$ cat src/sv/mbq_pkg.sv
`timescale 1ns / 1ps
// ----------------------------------------------------------------------------
// mbq_pkg
// Shared constants, types and helpers for the mboxrd "From " line quoter.
// ----------------------------------------------------------------------------
package mbq_pkg;

    localparam int MAX_QUOTE_DEPTH = 32;
    localparam int MAX_RESULTS     = 40;
    localparam int MATCH_LEN       = 5;

    localparam int QCNT_W = 6;
    localparam int PCNT_W = 3;
    localparam int RCNT_W = $clog2(MAX_RESULTS);

    localparam logic [7:0] CHAR_GT = 8'h3E;
    localparam logic [7:0] CHAR_CR = 8'h0D;
    localparam logic [7:0] CHAR_LF = 8'h0A;

    // Output schedule for one item, drained front to back
    typedef struct packed {
        logic              cr_en;
        logic [7:0]        cr_byte;
        logic              extra_en;
        logic [QCNT_W-1:0] q_cnt;
        logic              q_ovf;
        logic [PCNT_W-1:0] p_cnt;
        logic [PCNT_W-1:0] p_pos;
        logic              b_en;
        logic [7:0]        b_val;
        logic [1:0]        nl_cnt;
        logic              eom;
    } plan_t;

    function automatic logic [7:0] from_char(input logic [PCNT_W-1:0] idx);
        logic [7:0] c;
        unique case (idx)
            3'd0:    c = 8'h46; // F
            3'd1:    c = 8'h72; // r
            3'd2:    c = 8'h6F; // o
            3'd3:    c = 8'h6D; // m
            3'd4:    c = 8'h20; // space
            default: c = 8'h00;
        endcase
        return c;
    endfunction

    function automatic logic plan_empty(input plan_t p);
        return !p.cr_en && !p.extra_en && (p.q_cnt == '0) && (p.p_pos == p.p_cnt)
            && !p.b_en && (p.nl_cnt == 2'd0);
    endfunction

endpackage

$ cat src/sv/mboxrd_from_line_quoter.sv
`timescale 1ns / 1ps
// ----------------------------------------------------------------------------
// mboxrd_from_line_quoter
// Quotes "From " lines (with any leading '>' run) in a message byte stream.
// ----------------------------------------------------------------------------
//  channel | handshake           | payload
//  --------+---------------------+-------------------------------------------
//  in      | in_valid / in_ready | in_byte, end_of_message
//  out     | out_valid/out_ready | out_byte, run_last, message_done,
//          |                     | quote_overflow
//
//  An item is decoded in the cycle it is accepted into a schedule register;
//  unless the output stalls, the schedule drains one byte per cycle into the
//  output register. An item holds the schedule until its last byte moves out
//  (held bytes give none and never enter it), and the next item is accepted
//  in the cycle the last byte moves out, so plain text runs at one byte per
//  cycle while the output is not stalled. Output stalls back up through the
//  schedule register to in_ready. Reset returns the line state to start of line and empties both registers.
// ----------------------------------------------------------------------------
module mboxrd_from_line_quoter
    import mbq_pkg::*;
(
    input  logic       clk,
    input  logic       rst_n,
    input  logic       in_valid,
    output logic       in_ready,
    input  logic [7:0] in_byte,
    input  logic       end_of_message,
    output logic       out_valid,
    input  logic       out_ready,
    output logic [7:0] out_byte,
    output logic       run_last,
    output logic       message_done,
    output logic       quote_overflow
);

    // Line state
    logic              line_start_reg, line_start_next;
    logic              cand_reg, cand_next;
    logic [QCNT_W-1:0] quote_cnt_reg, quote_cnt_next;
    logic [PCNT_W-1:0] match_reg, match_next;
    logic              cr_pend_reg, cr_pend_next;

    // Schedule and output stage
    plan_t             plan_reg;
    logic              plan_valid_reg;
    logic [RCNT_W-1:0] res_cnt_reg;
    logic              out_valid_reg;
    logic [7:0]        out_byte_reg;
    logic              run_last_reg;
    logic              done_reg;
    logic              ovf_reg;

    plan_t             step_plan;
    plan_t             rest_plan;
    logic [7:0]        cur_byte;
    logic              cur_ovf;
    logic              move_last;
    logic              out_load;
    logic              accept;

    // ---------------------------------------------------------------- decode
    always_comb
    begin
        logic consumed;
        logic do_plain;
        step_plan         = '0;
        step_plan.cr_byte = CHAR_CR;
        step_plan.b_val   = in_byte;
        step_plan.eom     = end_of_message;
        line_start_next   = line_start_reg;
        cand_next         = cand_reg;
        quote_cnt_next    = quote_cnt_reg;
        match_next        = match_reg;
        cr_pend_next      = 1'b0;
        do_plain          = 1'b0;
        consumed          = cr_pend_reg && (in_byte == CHAR_LF);

        if (cr_pend_reg)
        begin
            step_plan.cr_en   = 1'b1;
            step_plan.cr_byte = consumed ? CHAR_LF : CHAR_CR;
            line_start_next   = consumed;
        end

        if (consumed)
        begin
            line_start_next = 1'b1;
        end
        else if ((line_start_reg && !cr_pend_reg) || cand_reg)
        begin
            line_start_next = 1'b0;
            if (match_reg == '0 && in_byte == CHAR_GT)
            begin
                if (quote_cnt_reg >= QCNT_W'(MAX_QUOTE_DEPTH))
                begin
                    // run too deep: out it goes, unquoted and flagged
                    step_plan.q_cnt = quote_cnt_reg + QCNT_W'(1);
                    step_plan.q_ovf = 1'b1;
                    quote_cnt_next  = '0;
                    cand_next       = 1'b0;
                end
                else
                begin
                    quote_cnt_next = quote_cnt_reg + QCNT_W'(1);
                    cand_next      = 1'b1;
                end
            end
            else if (match_reg < PCNT_W'(MATCH_LEN) && in_byte == from_char(match_reg))
            begin
                if (match_reg == PCNT_W'(MATCH_LEN - 1))
                begin
                    step_plan.extra_en = 1'b1;
                    step_plan.q_cnt    = quote_cnt_reg;
                    step_plan.p_cnt    = match_reg;
                    step_plan.b_en     = 1'b1;
                    quote_cnt_next     = '0;
                    match_next         = '0;
                    cand_next          = 1'b0;
                end
                else
                begin
                    match_next = match_reg + PCNT_W'(1);
                    cand_next  = 1'b1;
                end
            end
            else
            begin
                step_plan.q_cnt = quote_cnt_reg;
                step_plan.p_cnt = match_reg;
                quote_cnt_next  = '0;
                match_next      = '0;
                cand_next       = 1'b0;
                do_plain        = 1'b1;
            end
        end
        else
        begin
            do_plain = 1'b1;
        end

        if (do_plain)
        begin
            if (in_byte == CHAR_CR && !end_of_message)
            begin
                cr_pend_next = 1'b1;
            end
            else
            begin
                step_plan.b_en = 1'b1;
                if (in_byte == CHAR_LF)
                begin
                    line_start_next = 1'b1;
                end
            end
        end

        if (end_of_message)
        begin
            // anything still held goes out ahead of the closing newlines
            if (quote_cnt_next != '0 || match_next != '0)
            begin
                step_plan.q_cnt = quote_cnt_next;
                step_plan.p_cnt = match_next;
            end
            step_plan.nl_cnt = (in_byte == CHAR_LF) ? 2'd1 : 2'd2;
            line_start_next  = 1'b1;
            cand_next        = 1'b0;
            quote_cnt_next   = '0;
            match_next       = '0;
            cr_pend_next     = 1'b0;
        end
    end

    // ------------------------------------------------------------- serialiser
    always_comb
    begin
        rest_plan = plan_reg;
        cur_ovf   = 1'b0;
        priority if (plan_reg.cr_en)
        begin
            cur_byte        = plan_reg.cr_byte;
            rest_plan.cr_en = 1'b0;
        end
        else if (plan_reg.extra_en)
        begin
            cur_byte           = CHAR_GT;
            rest_plan.extra_en = 1'b0;
        end
        else if (plan_reg.q_cnt != '0)
        begin
            cur_byte        = CHAR_GT;
            cur_ovf         = plan_reg.q_ovf;
            rest_plan.q_cnt = plan_reg.q_cnt - QCNT_W'(1);
        end
        else if (plan_reg.p_pos != plan_reg.p_cnt)
        begin
            cur_byte        = from_char(plan_reg.p_pos);
            rest_plan.p_pos = plan_reg.p_pos + PCNT_W'(1);
        end
        else if (plan_reg.b_en)
        begin
            cur_byte       = plan_reg.b_val;
            rest_plan.b_en = 1'b0;
        end
        else
        begin
            cur_byte         = CHAR_LF;
            rest_plan.nl_cnt = plan_reg.nl_cnt - 2'd1;
        end
        move_last = plan_empty(rest_plan) || (res_cnt_reg == RCNT_W'(MAX_RESULTS - 1));
    end

    assign out_load = plan_valid_reg && (!out_valid_reg || out_ready);
    assign in_ready = !plan_valid_reg || (out_load && move_last);
    assign accept   = in_valid && in_ready;

    always_ff @(posedge clk or negedge rst_n)
    begin
        if (!rst_n)
        begin
            line_start_reg <= 1'b1;
            cand_reg       <= 1'b0;
            quote_cnt_reg  <= '0;
            match_reg      <= '0;
            cr_pend_reg    <= 1'b0;
            plan_valid_reg <= 1'b0;
            res_cnt_reg    <= '0;
            out_valid_reg  <= 1'b0;
        end
        else
        begin
            if (accept)
            begin
                line_start_reg <= line_start_next;
                cand_reg       <= cand_next;
                quote_cnt_reg  <= quote_cnt_next;
                match_reg      <= match_next;
                cr_pend_reg    <= cr_pend_next;
            end

            if (accept && !plan_empty(step_plan))
            begin
                plan_valid_reg <= 1'b1;
                res_cnt_reg    <= '0;
            end
            else if (out_load)
            begin
                plan_valid_reg <= !move_last;
                res_cnt_reg    <= res_cnt_reg + RCNT_W'(1);
            end

            if (out_load)
            begin
                out_valid_reg <= 1'b1;
            end
            else if (out_ready)
            begin
                out_valid_reg <= 1'b0;
            end
        end
    end

    always_ff @(posedge clk)
    begin
        if (accept)
        begin
            plan_reg <= step_plan;
        end
        else if (out_load)
        begin
            plan_reg <= rest_plan;
        end

        if (out_load)
        begin
            out_byte_reg <= cur_byte;
            run_last_reg <= move_last;
            done_reg     <= move_last && plan_reg.eom;
            ovf_reg      <= cur_ovf;
        end
    end

    assign out_valid      = out_valid_reg;
    assign out_byte       = out_byte_reg;
    assign run_last       = run_last_reg;
    assign message_done   = done_reg;
    assign quote_overflow = ovf_reg;

endmodule

$ cat config.mk
export PLATFORM = sky130hd
export DESIGN_NAME = mboxrd_from_line_quoter
export DESIGN_NICKNAME = d
export VERILOG_FILES = /design/src/sv/mbq_pkg.sv /design/src/sv/mboxrd_from_line_quoter.sv
export SDC_FILE = /design/constraint.sdc
export NUM_CORES = 1
export LEC_CHECK = 0
export BUFFER_PORTS_ARGS = -buffer_cell sky130_fd_sc_hd__clkbuf_2
export CAP_MARGIN = 20
export CORE_AREA = 2 2 90 92
export CTS_CLUSTER_SIZE = 14
export DETAILED_ROUTE_END_ITERATION = 16
export DIE_AREA = 0 0 92 94
export GPL_TIMING_DRIVEN = 0
export HOLD_SLACK_MARGIN = 0.02
export PLACE_DENSITY = 0.8
export SLEW_MARGIN = 30
export SYNTH_ARGS = -nofsm -noshare
export SYNTH_HDL_FRONTEND = slang
export SYNTH_SLANG_ARGS = --single-unit
$ cat constraint.sdc
create_clock -name clk -period 3.68 [get_ports clk]
set_input_delay 0.736 -clock clk [delete_from_list [all_inputs] [get_ports clk]]
set_output_delay 0.736 -clock clk [all_outputs]
set_load 0.1 [all_outputs]
==> qor.yml <==
status:
  status: "finished, violations left"
  violations: "setup timing"
sta:
  rsz0062_at_grt: "true"
  finClkSkew_ps: 5.11
  slew_headroom_pct: 56.6
  tightest_slew_ps: 651
  timing.final.hold_violations: 0
  timing.fmax_mhz: 256
  finalMaxSlewViolations: 0
  fin_crit_sh_pct: 106
  min_period_ps: 3910
  setup_viol: 1
  worst_slack_ps: -228
finish:
  final_util_pct: 65.1
  syn2layout_area_growth_pct: 18.3
  n_antenna_cell: 0
  fin_area_um2: 4960
  instances_no_fill: 619
  fin_nets: 539
  seq_area_um2: 1670
  multi_input_area_um2: 2470
  largest_register_ffs: 29
  fillers: 591
  drive_gt1_share_pct: 19.7
synth:
  netlist_top_cells_area: "edfxtp_1, dfrtp_1, ha_1"
  synth_area_um2: 4190
  async_flop_share_pct: 33.3
  synth_cells: 463
  yosys_warnings: 0
  seq_area_frac_synth_pct: 39.9
  ys.flop_type: "edfxtp_1"
  syn_avg_cell_area_um2: 9.04
  synth_edf_count: 37
  synth_top_area_share_pct: 26.5
  ys_ff_latch: 60
  synth_nets: 490
  synth_top_cell_by_area: "edfxtp_1"
  yosysUniqueCellTypes: 77
global_route:
  grt_pass1_vias: 3713
  grt_max_degree: 24
  antenna_found_initial: 0
  grt_pass1_wl_um: 18200
  track_usage_pct: 27.1
  gr-total-overflow: 0
placed_design:
  dpl_worst_slack_ps: -411
  io_buffers: 24
  dpl.cell_count: 589
  place_area_um2: 4440
  hpwlAfterDp_um: 7660
  routabilityCongestion: 0.897
worst_setup_path:
  rr_endpoint: "plan_reg[21]$_DFFE_PP_"
  timing.rr.start: "match_reg[2]$_DFFE_PN0P_"
  crit_fanout: 3
  crit_start: "plan_reg[20]$_DFFE_PP_"
  r2r_cells: 12
  worstSetupStartpointType: "register"
  cp.required_ps: 2940
  cp.arrival_ps: 3170
  r2r_slack_ps: 140
  crit_path_end_kind: "output port"
  crit_type: "register to output port"
clock_tree:
  cts_buffer_depth: 2
  cts.clk_slew.worst_paths_ps: 70
  ctsHtreeMaxLevel: 3
  cts_buffers: 9
  tritoncts_num_sinks: 60
  clock_latency_ps: 340
  cts_tree: "built"
  cts-root-buf: "clkbuf_8"
job:
  maxCapViolations: 0
floorplan:
  die_w_um: 92
  pin_count: 26
  initial_utilization_pct: 55.0
  dieHeight_um: 94
  core_area_um2: 7610
  die-area_um2: 8650
  rows: 32
hold_path:
  hold_path_class: "primary input to asynchronous set/reset pin"
pwr:
  leakage_uw: 0.00195
  cellPowerDensity_nw_per_um2: 441
  power_uw: 2180
  ir_drop_mv: 0.251
route:
  drc: 0
  wl_um: 11500
  via_per_inst: 6.55
  drt-initial-drc-count: 394
  post_drt_wl_per_cell_um: 18.5
  first_pass_iters: 5
  ant_nets: 0
  vias: 4053
==> worst max-delay path: stages (launching register included) <==
cell       delay (ps)
edfxtp_1          430
inv_2             100
ha_4              130
or4b_4            500
or3_4             390
nor3b_4           220
o21ai_2           120
a221o_1           340
o21a_4            240
inv_4              60
buf_6             100
clkbuf_16         190
==> power by group <==
| part | switching [µW] | internal [µW] | leakage [µW] |
|---|---|---|---|
| sequential | 73.9 | 789 | 0.000626 |
| combinational | 413 | 238 | 0.00122 |
| clock | 271 | 399 | 0.000107 |
| total | 758 | 1430 | 0.00195 |
==> metal layers <==
metal	vias up	GRT usage, %	wire, µm
met5	-	0	0
met1	1940	33.3	4570
met4	0	14.9	582
met3	56	5.94	971
met2	214	44.4	5350
li1	1843	-	-
==> stage by stage <==
step	setup TNS (ps)	hold WS, ps
4_1_cts	-80.5	375
2_1_floorplan	0	440
5_1_grt	-285	398
3_3_place_gp	-6160	477
6_report	-228	364
3_5_place_dp	-6650	480
==> logic make-up (layout without fill, tap and decap cells) <==
kind of cell,after synthesis,in the layout,share of synthesized area [%]
adder cells (fa/ha/maj),14,14,4.18
AND/OR/NAND/NOR,194,194,24.7
AO/OA/AOI/OAI,117,117,20.0
flip-flops,60,60,39.9
XOR/XNOR,16,16,3.35
buffers and inverters,50,104,4.93
multiplexers,12,12,2.96
==> placed cells by master, fill, tap and decap left out, types with 6 or more instances in the layout <==
cell / Yosys / final
a21oi_1: 20 / 19
a22o_1: 6 / 6
a31oi_1: 9 / 9
and3_1: 14 / 14
buf_4: 0 / 14
clkbuf_1: 20 / 19
clkbuf_2: 0 / 26
clkbuf_8: 0 / 10
dfrtp_1: 19 / 19
edfxtp_1: 37 / 37
ha_1: 14 / 12
inv_1: 21 / 19
mux2i_1: 9 / 9
nand2_1: 37 / 36
nand2b_1: 8 / 7
nand3_1: 19 / 19
nor2_1: 41 / 41
nor3_1: 23 / 23
o21ai_0: 23 / 21
or3_1: 11 / 9
xnor2_1: 6 / 6
xor2_1: 10 / 10
==> synth_stat cells (3+ instances only) <==
cell type / n
o211ai_1: 5
inv_1: 21
nor4_1: 7
a31oi_1: 9
a31o_2: 3
nand2b_1: 8
xor2_1: 10
and3_1: 14
o31ai_1: 3
mux2_2: 3
mux2i_1: 9
nand2_1: 37
edfxtp_1: 37
buf_2: 3
a22o_1: 6
nor3_1: 23
nor2_1: 41
a211oi_1: 4
dfrtp_1: 19
nand3_1: 19
clkbuf_1: 20
or4_1: 4
or3b_2: 3
a32o_1: 3
a21o_1: 3
ha_1: 14
or3_1: 11
nor3b_1: 3
o21a_1: 4
o21ai_0: 23
dfxtp_1: 3
xnor2_1: 6
nor2b_1: 5
a21oi_1: 20
==> how the worst max path moves through the flow <==
stage | end | depth (start not counted)
floorplan | in_ready | 10
global placement | in_ready | 11
detailed placement | in_ready | 11
CTS | in_ready | 10
global route | in_ready | 11
finish | in_ready | 11
==> repair_timing <==
| action | 4_1_cts | 5_1_grt |
|---|---|---|
| hold buffers | 0 | 0 |
| setup endpoints to repair | 37 | 25 |
| cloned | 0 | 0 |
| resized for setup | 29 | 11 |
| buffers inserted | 14 | 1 |
| pin swaps | 12 | 1 |
==> cell type report <==
| cell class | count | share of cell area (%) |
|---|---|---|
| Clock inverter | 4 | 1.46 |
| Buffer | 25 | 2.47 |
| Inverter | 24 | 1.87 |
| Multi-Input combinational cell | 353 | 49.8 |
| Tap cell | 102 | 2.58 |
| Timing Repair Buffer | 39 | 5.18 |
| Sequential cell | 60 | 33.8 |
| Clock buffer | 12 | 2.93 |
(Power assumes the default switching activity.)
